File: config.mk
export PLATFORM = sky130hd
export DESIGN_NAME = ils_seq
export DESIGN_NICKNAME = d
export VERILOG_FILES = /design/src/design/ils_pkg.sv /design/src/design/ils_seq.sv
export SDC_FILE = /design/constraint.sdc
export NUM_CORES = 1
export LEC_CHECK = 0
export BUFFER_PORTS_ARGS = -buffer_cell sky130_fd_sc_hd__buf_2
export CORE_ASPECT_RATIO = 1.2
export CORE_UTILIZATION = 26
export DETAILED_ROUTE_END_ITERATION = 8
export PLACE_DENSITY_LB_ADDON = 0.25
export SYNTH_ARGS = -nofsm -noshare
export SYNTH_HDL_FRONTEND = slang
export SYNTH_SLANG_ARGS = --single-unit
File: constraint.sdc
create_clock -name clk -period 13.8 [get_ports clk]
set_input_delay 0 -clock clk [delete_from_list [all_inputs] [get_ports clk]]
set_output_delay 0 -clock clk [all_outputs]
set_load 0.02 [all_outputs]
File: src/design/ils_pkg.sv
`timescale 1ns / 1ps

package ils_pkg;

    // Default sizes of the store.
    localparam int LST_DEPTH       = 256;
    localparam int LST_VALUE_WIDTH = 32;

    // Request codes.
    localparam logic [3:0] REQ_PUSH   = 4'd0;
    localparam logic [3:0] REQ_POP    = 4'd1;
    localparam logic [3:0] REQ_INSERT = 4'd2;
    localparam logic [3:0] REQ_REMOVE = 4'd3;
    localparam logic [3:0] REQ_SWAP   = 4'd4;
    localparam logic [3:0] REQ_GET    = 4'd5;
    localparam logic [3:0] REQ_SET    = 4'd6;
    localparam logic [3:0] REQ_CLEAR  = 4'd7;
    localparam logic [3:0] REQ_SEARCH = 4'd8;

    // Status codes.
    localparam logic [1:0] ST_OK       = 2'd0;
    localparam logic [1:0] ST_BAD      = 2'd1;
    localparam logic [1:0] ST_FULL     = 2'd2;
    localparam logic [1:0] ST_NOTFOUND = 2'd3;

    // One finished result on its way from the sequencer to the output register.
    typedef struct packed {
        logic [1:0]  status;
        logic [31:0] value_out;
        logic [7:0]  found_at;
        logic [8:0]  length;
    } ils_result_t;

endpackage

File: src/design/ils_seq.sv
`timescale 1ns / 1ps

module ils_seq import ils_pkg::*; #(
    parameter int DEPTH       = LST_DEPTH,
    parameter int VALUE_WIDTH = LST_VALUE_WIDTH
) (
    input  logic                     clk,
    input  logic                     rst_n,
    input  logic                     in_valid,
    output logic                     in_ready,
    input  logic [3:0]               req_type,
    input  logic [8:0]               position,
    input  logic [31:0]              value_in,
    output logic                     res_valid,
    input  logic                     res_ready,
    output ils_result_t              res,
    output logic                     mem_we,
    output logic [$clog2(DEPTH)-1:0] mem_waddr,
    output logic [VALUE_WIDTH-1:0]   mem_wdata,
    output logic [$clog2(DEPTH)-1:0] mem_raddr,
    input  logic [VALUE_WIDTH-1:0]   mem_rdata
);

    localparam int AW = $clog2(DEPTH);
    localparam int CW = $clog2(DEPTH + 1);

    localparam logic [2:0] S_IDLE = 3'd0;
    localparam logic [2:0] S_RDW  = 3'd1;
    localparam logic [2:0] S_SWP  = 3'd2;
    localparam logic [2:0] S_SHDN = 3'd3;
    localparam logic [2:0] S_SHUP = 3'd4;
    localparam logic [2:0] S_SRCH = 3'd5;
    localparam logic [2:0] S_FIN  = 3'd6;

    logic [2:0]             state_reg, state_next;
    logic [CW-1:0]          count_reg, count_next;
    logic [3:0]             req_reg, req_next;
    logic [CW-1:0]          pos_reg, pos_next;
    logic [VALUE_WIDTH-1:0] val_reg, val_next;
    logic [VALUE_WIDTH-1:0] old_reg, old_next;
    logic [CW-1:0]          ptr_reg, ptr_next;
    logic                   pend_reg, pend_next;
    logic [AW-1:0]          waddr_reg, waddr_next;
    ils_result_t            res_reg, res_next;

    logic [CW-1:0]          cnt_m1;
    logic [CW-1:0]          ptr_m1;
    logic [31:0]            pos32;
    logic [31:0]            cnt32;
    logic                   fin;
    logic [1:0]             fin_status;
    logic [VALUE_WIDTH-1:0] fin_value;
    logic [AW-1:0]          fin_idx;

    assign cnt_m1    = count_reg - CW'(1);
    assign ptr_m1    = ptr_reg - CW'(1);
    assign pos32     = 32'(position);
    assign cnt32     = 32'(count_reg);
    assign in_ready  = (state_reg == S_IDLE);
    assign res_valid = (state_reg == S_FIN);
    assign res       = res_reg;

    always_comb
    begin
        state_next = state_reg;
        count_next = count_reg;
        req_next   = req_reg;
        pos_next   = pos_reg;
        val_next   = val_reg;
        old_next   = old_reg;
        ptr_next   = ptr_reg;
        pend_next  = pend_reg;
        waddr_next = waddr_reg;
        res_next   = res_reg;
        mem_we     = 1'b0;
        mem_waddr  = waddr_reg;
        mem_wdata  = mem_rdata;
        mem_raddr  = '0;
        fin        = 1'b0;
        fin_status = ST_OK;
        fin_value  = '0;
        fin_idx    = '0;

        case (state_reg)
            S_IDLE:
            begin
                if (in_valid)
                begin
                    req_next = req_type;
                    pos_next = CW'(position);
                    val_next = VALUE_WIDTH'(value_in);
                    case (req_type)
                        REQ_PUSH:
                        begin
                            if (cnt32 >= 32'(DEPTH))
                            begin
                                fin        = 1'b1;
                                fin_status = ST_FULL;
                            end
                            else
                            begin
                                mem_we     = 1'b1;
                                mem_waddr  = count_reg[AW-1:0];
                                mem_wdata  = VALUE_WIDTH'(value_in);
                                count_next = count_reg + CW'(1);
                                fin        = 1'b1;
                            end
                        end
                        REQ_POP:
                        begin
                            if (count_reg == '0)
                            begin
                                fin        = 1'b1;
                                fin_status = ST_BAD;
                            end
                            else
                            begin
                                mem_raddr  = cnt_m1[AW-1:0];
                                state_next = S_RDW;
                            end
                        end
                        REQ_INSERT:
                        begin
                            if (pos32 > cnt32)
                            begin
                                fin        = 1'b1;
                                fin_status = ST_BAD;
                            end
                            else if (cnt32 >= 32'(DEPTH))
                            begin
                                fin        = 1'b1;
                                fin_status = ST_FULL;
                            end
                            else
                            begin
                                ptr_next   = count_reg;
                                pend_next  = 1'b0;
                                state_next = S_SHUP;
                            end
                        end
                        REQ_REMOVE, REQ_SWAP, REQ_GET, REQ_SET:
                        begin
                            if (pos32 >= cnt32)
                            begin
                                fin        = 1'b1;
                                fin_status = ST_BAD;
                            end
                            else
                            begin
                                mem_raddr  = AW'(position);
                                state_next = S_RDW;
                            end
                        end
                        REQ_CLEAR:
                        begin
                            count_next = '0;
                            fin        = 1'b1;
                        end
                        REQ_SEARCH:
                        begin
                            ptr_next   = '0;
                            pend_next  = 1'b0;
                            state_next = S_SRCH;
                        end
                        default:
                        begin
                            fin        = 1'b1;
                            fin_status = ST_BAD;
                        end
                    endcase
                end
            end
            S_RDW:
            begin
                case (req_reg)
                    REQ_POP:
                    begin
                        count_next = cnt_m1;
                        fin        = 1'b1;
                        fin_value  = mem_rdata;
                    end
                    REQ_SET:
                    begin
                        mem_we    = 1'b1;
                        mem_waddr = pos_reg[AW-1:0];
                        mem_wdata = val_reg;
                        fin       = 1'b1;
                        fin_value = mem_rdata;
                    end
                    REQ_SWAP:
                    begin
                        old_next   = mem_rdata;
                        mem_raddr  = cnt_m1[AW-1:0];
                        state_next = S_SWP;
                    end
                    REQ_REMOVE:
                    begin
                        old_next   = mem_rdata;
                        ptr_next   = pos_reg + CW'(1);
                        pend_next  = 1'b0;
                        state_next = S_SHDN;
                    end
                    default:
                    begin
                        fin       = 1'b1;
                        fin_value = mem_rdata;
                    end
                endcase
            end
            S_SWP:
            begin
                // The last entry fills the hole; harmless when both are the same.
                mem_we     = 1'b1;
                mem_waddr  = pos_reg[AW-1:0];
                mem_wdata  = mem_rdata;
                count_next = cnt_m1;
                fin        = 1'b1;
                fin_value  = old_reg;
            end
            S_SHDN:
            begin
                // Read entry ptr, write it one place lower in the next cycle.
                if (pend_reg)
                begin
                    mem_we    = 1'b1;
                    mem_waddr = waddr_reg;
                    mem_wdata = mem_rdata;
                end
                if (ptr_reg < count_reg)
                begin
                    mem_raddr  = ptr_reg[AW-1:0];
                    pend_next  = 1'b1;
                    waddr_next = ptr_m1[AW-1:0];
                    ptr_next   = ptr_reg + CW'(1);
                end
                else
                begin
                    pend_next  = 1'b0;
                    count_next = cnt_m1;
                    fin        = 1'b1;
                    fin_value  = old_reg;
                end
            end
            S_SHUP:
            begin
                // Walk down from the top, moving each entry one place higher.
                if (pend_reg)
                begin
                    mem_we    = 1'b1;
                    mem_waddr = waddr_reg;
                    mem_wdata = mem_rdata;
                end
                if (ptr_reg > pos_reg)
                begin
                    mem_raddr  = ptr_m1[AW-1:0];
                    pend_next  = 1'b1;
                    waddr_next = ptr_reg[AW-1:0];
                    ptr_next   = ptr_m1;
                end
                else if (pend_reg)
                begin
                    pend_next = 1'b0;
                end
                else
                begin
                    mem_we     = 1'b1;
                    mem_waddr  = pos_reg[AW-1:0];
                    mem_wdata  = val_reg;
                    count_next = count_reg + CW'(1);
                    fin        = 1'b1;
                end
            end
            S_SRCH:
            begin
                if (pend_reg && (mem_rdata == val_reg))
                begin
                    fin     = 1'b1;
                    fin_idx = waddr_reg;
                end
                else if (ptr_reg < count_reg)
                begin
                    mem_raddr  = ptr_reg[AW-1:0];
                    pend_next  = 1'b1;
                    waddr_next = ptr_reg[AW-1:0];
                    ptr_next   = ptr_reg + CW'(1);
                end
                else
                begin
                    fin        = 1'b1;
                    fin_status = ST_NOTFOUND;
                end
            end
            S_FIN:
            begin
                if (res_ready)
                begin
                    state_next = S_IDLE;
                end
            end
            default:
            begin
                state_next = S_IDLE;
            end
        endcase

        if (fin)
        begin
            res_next.status    = fin_status;
            res_next.value_out = 32'(fin_value);
            res_next.found_at  = 8'(fin_idx);
            res_next.length    = 9'(count_next);
            state_next         = S_FIN;
        end
    end

    always_ff @(posedge clk or negedge rst_n)
    begin
        if (!rst_n)
        begin
            state_reg <= S_IDLE;
            count_reg <= '0;
            pend_reg  <= 1'b0;
        end
        else
        begin
            state_reg <= state_next;
            count_reg <= count_next;
            pend_reg  <= pend_next;
        end
    end

    always_ff @(posedge clk)
    begin
        req_reg   <= req_next;
        pos_reg   <= pos_next;
        val_reg   <= val_next;
        old_reg   <= old_next;
        ptr_reg   <= ptr_next;
        waddr_reg <= waddr_next;
        res_reg   <= res_next;
    end

endmodule

==> impl_metrics.toml <==
[cells_and_area]
layout-drive-gt1-share_pct = 23.84
diodes = 0
final_nets = 1134
synthToLayoutAreaGrowth_pct = 30.36
n_fill_cell = 3462
final-instance-count-excl-fill = 1492
largest_reg_flops = 51

[pwr]
peakVddDrop_mv = 0.1085
powerDensity_mw_per_mm2 = 231.9
clkPwrFrac_pct = 17.6
p_leak_uw = 0.004605
seq_power_share_pct = 33.0
internal_power_uw = 1443
power_switching_uw = 1271
sw_frac_of_total_pct = 46.83
comb_power_share_pct = 49.4

[floorplanning]
row_count = 74
die_h_um = 205.5
dieArea_mm2 = 0.03527
die_w_um = 171.6
initial_core_util_pct = 26.41
fp.coreArea_mm2 = 0.03398
ioPinCount = 183

[timing]
fin_crit_sh_pct = 29.70
finalSetupTns_ns = 0
layout_min_cycle_time_ns = 4.099
hold_viol_final = 0
tightest_slew_ns = 1.034
rsz0062_at_grt = "no"
slew_violations = 0
fin_worst_skew_ns = 0.01480
slew_headroom_pct = 30.90
max_freq_mhz = 244.0
final-setup-viol-count = 0

[detailed_routing]
wirelength_mm = 31.31
via_per_inst = 5.052
drt_iter0_markers = 730
dr.pass1.iters = 5
ant_nets = 0
wl_per_cell_um = 20.99
drc = 0
vias = 7538

[clocking]
cts-root-buf = "clkbuf_16"
clock-sinks = 158
cts_resized = 0
insertion_delay_ns = 0.44
cts_tree = "built"
cts_max_level = 4
postCtsSetupRepairBufs = 0
cts_buffers = 17
cts_buffer_depth = 2
clkTransAtPathRegs_ns = 0.08

[flow_run]
cap_violations = 0

[worst_setup_path]
critPathLaunchType = "register"
reg2reg_depth = 10
cp.required_ns = 13.80
cp-end-kind = "primary output"
r2r_end = "res[3]$_DFFE_PP_"
r2r-start = "state_reg[0]$_DFFE_PN0P_"
crit_path_top_delay_cell = "and3_2"
crit_fanout = 42
critical_path_arrival_ns = 4.10
cpPeakStageDelay_ns = 0.93
critPathBufInv = 4
path_delay_family = "simple AND/OR/NAND/NOR gates"
r2r_slack_ns = 9.85
crit_type = "register to primary output"
path_cells = "nor2_1 > nand2_1 > inv_1 > nand2_2 > inv_2 > buf_4 > and3_2 > a221o_1 > buf_2"

[placed_design]
gp_congestion = 0.8973
portBuffers = 182
post-place-cells = 1382
dp_hpwl_mm = 22.58

[hold_path]
hold_path.class = "input port to asynchronous set/reset pin"

[synth]
async_reset_ff_share_pct = 8.228
avgSynthCellArea_um2 = 11.51
synth.lib_cells_used.distinct = 72
syn_area_mm2 = 0.008975
ys.flop_type = "edfxtp_1"
synth_nets = 891
syn_inst = 780
yosys_warnings = 0
ys_seq_area_share_pct = 52.14
ys_ff_latch = 158
synth-edff-count = 145

[grt]
track_usage_pct = 17.66
grt_pass1_wl_mm = 45.88
first_global_vias = 7376
grt_overflow = 0
antenna_found_initial = 0
grt_start_max_net_pins = 44

[run_status]
status = "complete, no violations"
[layout make-up]
cell class              instances  area, um2  share of cell area (%)
multi-input cells             544       3999                   34.18
repair buffers                267       1744                   14.91
flip-flops and latches        158       4679                   40.00
clock buffers                  18      429.2                   3.668
inverters                      35      131.4                   1.123
clock inverters                14      146.4                   1.251
well taps                     456      570.5                   4.876
[power groups by stage]
stage,logic [uW],clock network (uW),registers [uW]
final,1340,479,895
after global routing,1450,505,913
after CTS,1350,489,896
after detailed placement,1320,0,905
after global placement,1320,0,906
after floorplan,830,0,929
[logic make-up after synthesis]
group,count (synthesis),share of synthesized area (%)
AOI/OAI and AO/OA,207,18.39
xor gates and xnor gates,60,5.855
adders and majority gates,30,4.182
buffers and inverters,78,3.750
DFF,158,52.14
muxes,11,1.269
and+or+nand+nor,236,14.42
[stage by stage]
step           total power (uW)  instance area (um2)  hold slack, ns  utilization [%]  setup WS (ns)
2_1_floorplan              1759                 8975         -0.2956                -          8.283
3_3_place_gp               2225                10340        -0.04964            30.44          9.931
3_5_place_dp               2229                10340        -0.05299            30.44          9.847
4_1_cts                    2734                11700        0.001614            34.43          9.704
5_1_grt                    2869                11700         0.04279            34.43          9.424
6_report                   2713                11700        0.006270            34.43          9.701
[cells in the mapped netlist, types with 3 or more instances]
cell,n,area (um2)
nor4_1,12,75.07
o21ai_0,22,110.1
nand2_1,48,180.2
o221ai_1,6,52.55
inv_1,34,127.6
o2111ai_1,4,35.03
a221o_1,49,490.5
xor2_1,39,341.6
nor3b_1,3,22.52
edfxtp_1,145,4354
clkbuf_1,28,105.1
buf_2,8,40.04
xnor2_1,21,183.9
nor2_1,39,146.4
buf_6,4,45.04
mux2i_1,8,80.08
a21oi_2,5,43.79
nor3_1,20,100.1
o21bai_1,5,37.54
o211ai_1,4,30.03
a22o_1,33,289.0
o211a_1,3,30.03
nand3_1,16,80.08
and2_1,12,75.07
a31oi_1,6,37.54
nor4b_1,3,26.28
o22ai_1,7,43.79
nor2b_1,39,244.0
mux2_2,3,33.78
a21o_1,5,37.54
and3_1,11,68.82
or3_1,6,37.54
dfrtp_1,13,325.3
a211oi_1,4,30.03
ha_1,30,375.4
a21oi_1,25,125.1
nand4_1,9,56.30
a211o_1,4,35.03
[worst reg2reg max path, cell delays in order (launching register included)]
cell and delay (ns):
dfrtp_1 0.64, nor2_1 0.24, nand2_1 0.13, inv_1 0.15
nand2_2 0.14, inv_2 0.25, buf_4 0.52, and3_2 0.98
a21oi_2 0.22, o41ai_1 0.33, o211a_1 0.23
[routing by layer]
layer,track usage [%],up-vias,part of all wire (%),wire length [um]
met5,0,-,0,0
met4,6.505,0,2.4,743
met3,2.751,40,5.7,1782
met2,29.61,325,48,15050
met1,22.77,3664,44,13740
li1,-,3509,-,-
[cells in the final DEF (no fill, tap or decap), drive strengths merged, types with 4 or more instances in the layout]
master,n
buf,189
edfxtp,145
dlygate4sd3,78
nand2,50
a221o,49
inv,43
nor2b,39
xor2,39
nor2,39
a22o,33
ha,30
a21oi,30
o21ai,26
xnor2,21
nor3,20
clkbuf,18
nand3,17
nor4,15
dfrtp,13
and2,12
and3,11
nand4,9
mux2i,8
o22ai,7
or3,6
a31oi,6
o221ai,6
a21o,6
o21bai,5
a211oi,5
a211o,4
o211ai,4
o2111ai,4
[timing repair]
item                       4_1_cts  5_1_grt
setup endpoints to repair        0        0
hold endpoints to repair       122        0
hold buffers                    78        0
[worst max-delay path by stage]
stage / startpoint / to / depth (start not counted)
6_report: state_reg[0]$_DFFE_PN0P_ / mem_waddr[1] / 9
5_1_grt: state_reg[0]$_DFFE_PN0P_ / mem_waddr[1] / 9
4_1_cts: state_reg[0]$_DFFE_PN0P_ / mem_waddr[1] / 9
3_5_place_dp: state_reg[0]$_DFFE_PN0P_ / res[30]$_DFFE_PP_ / 9
3_3_place_gp: state_reg[0]$_DFFE_PN0P_ / res[34]$_DFFE_PP_ / 9
2_1_floorplan: state_reg[1]$_DFFE_PN0P_ / res[0]$_DFFE_PP_ / 8
(Power assumes the default switching activity.)
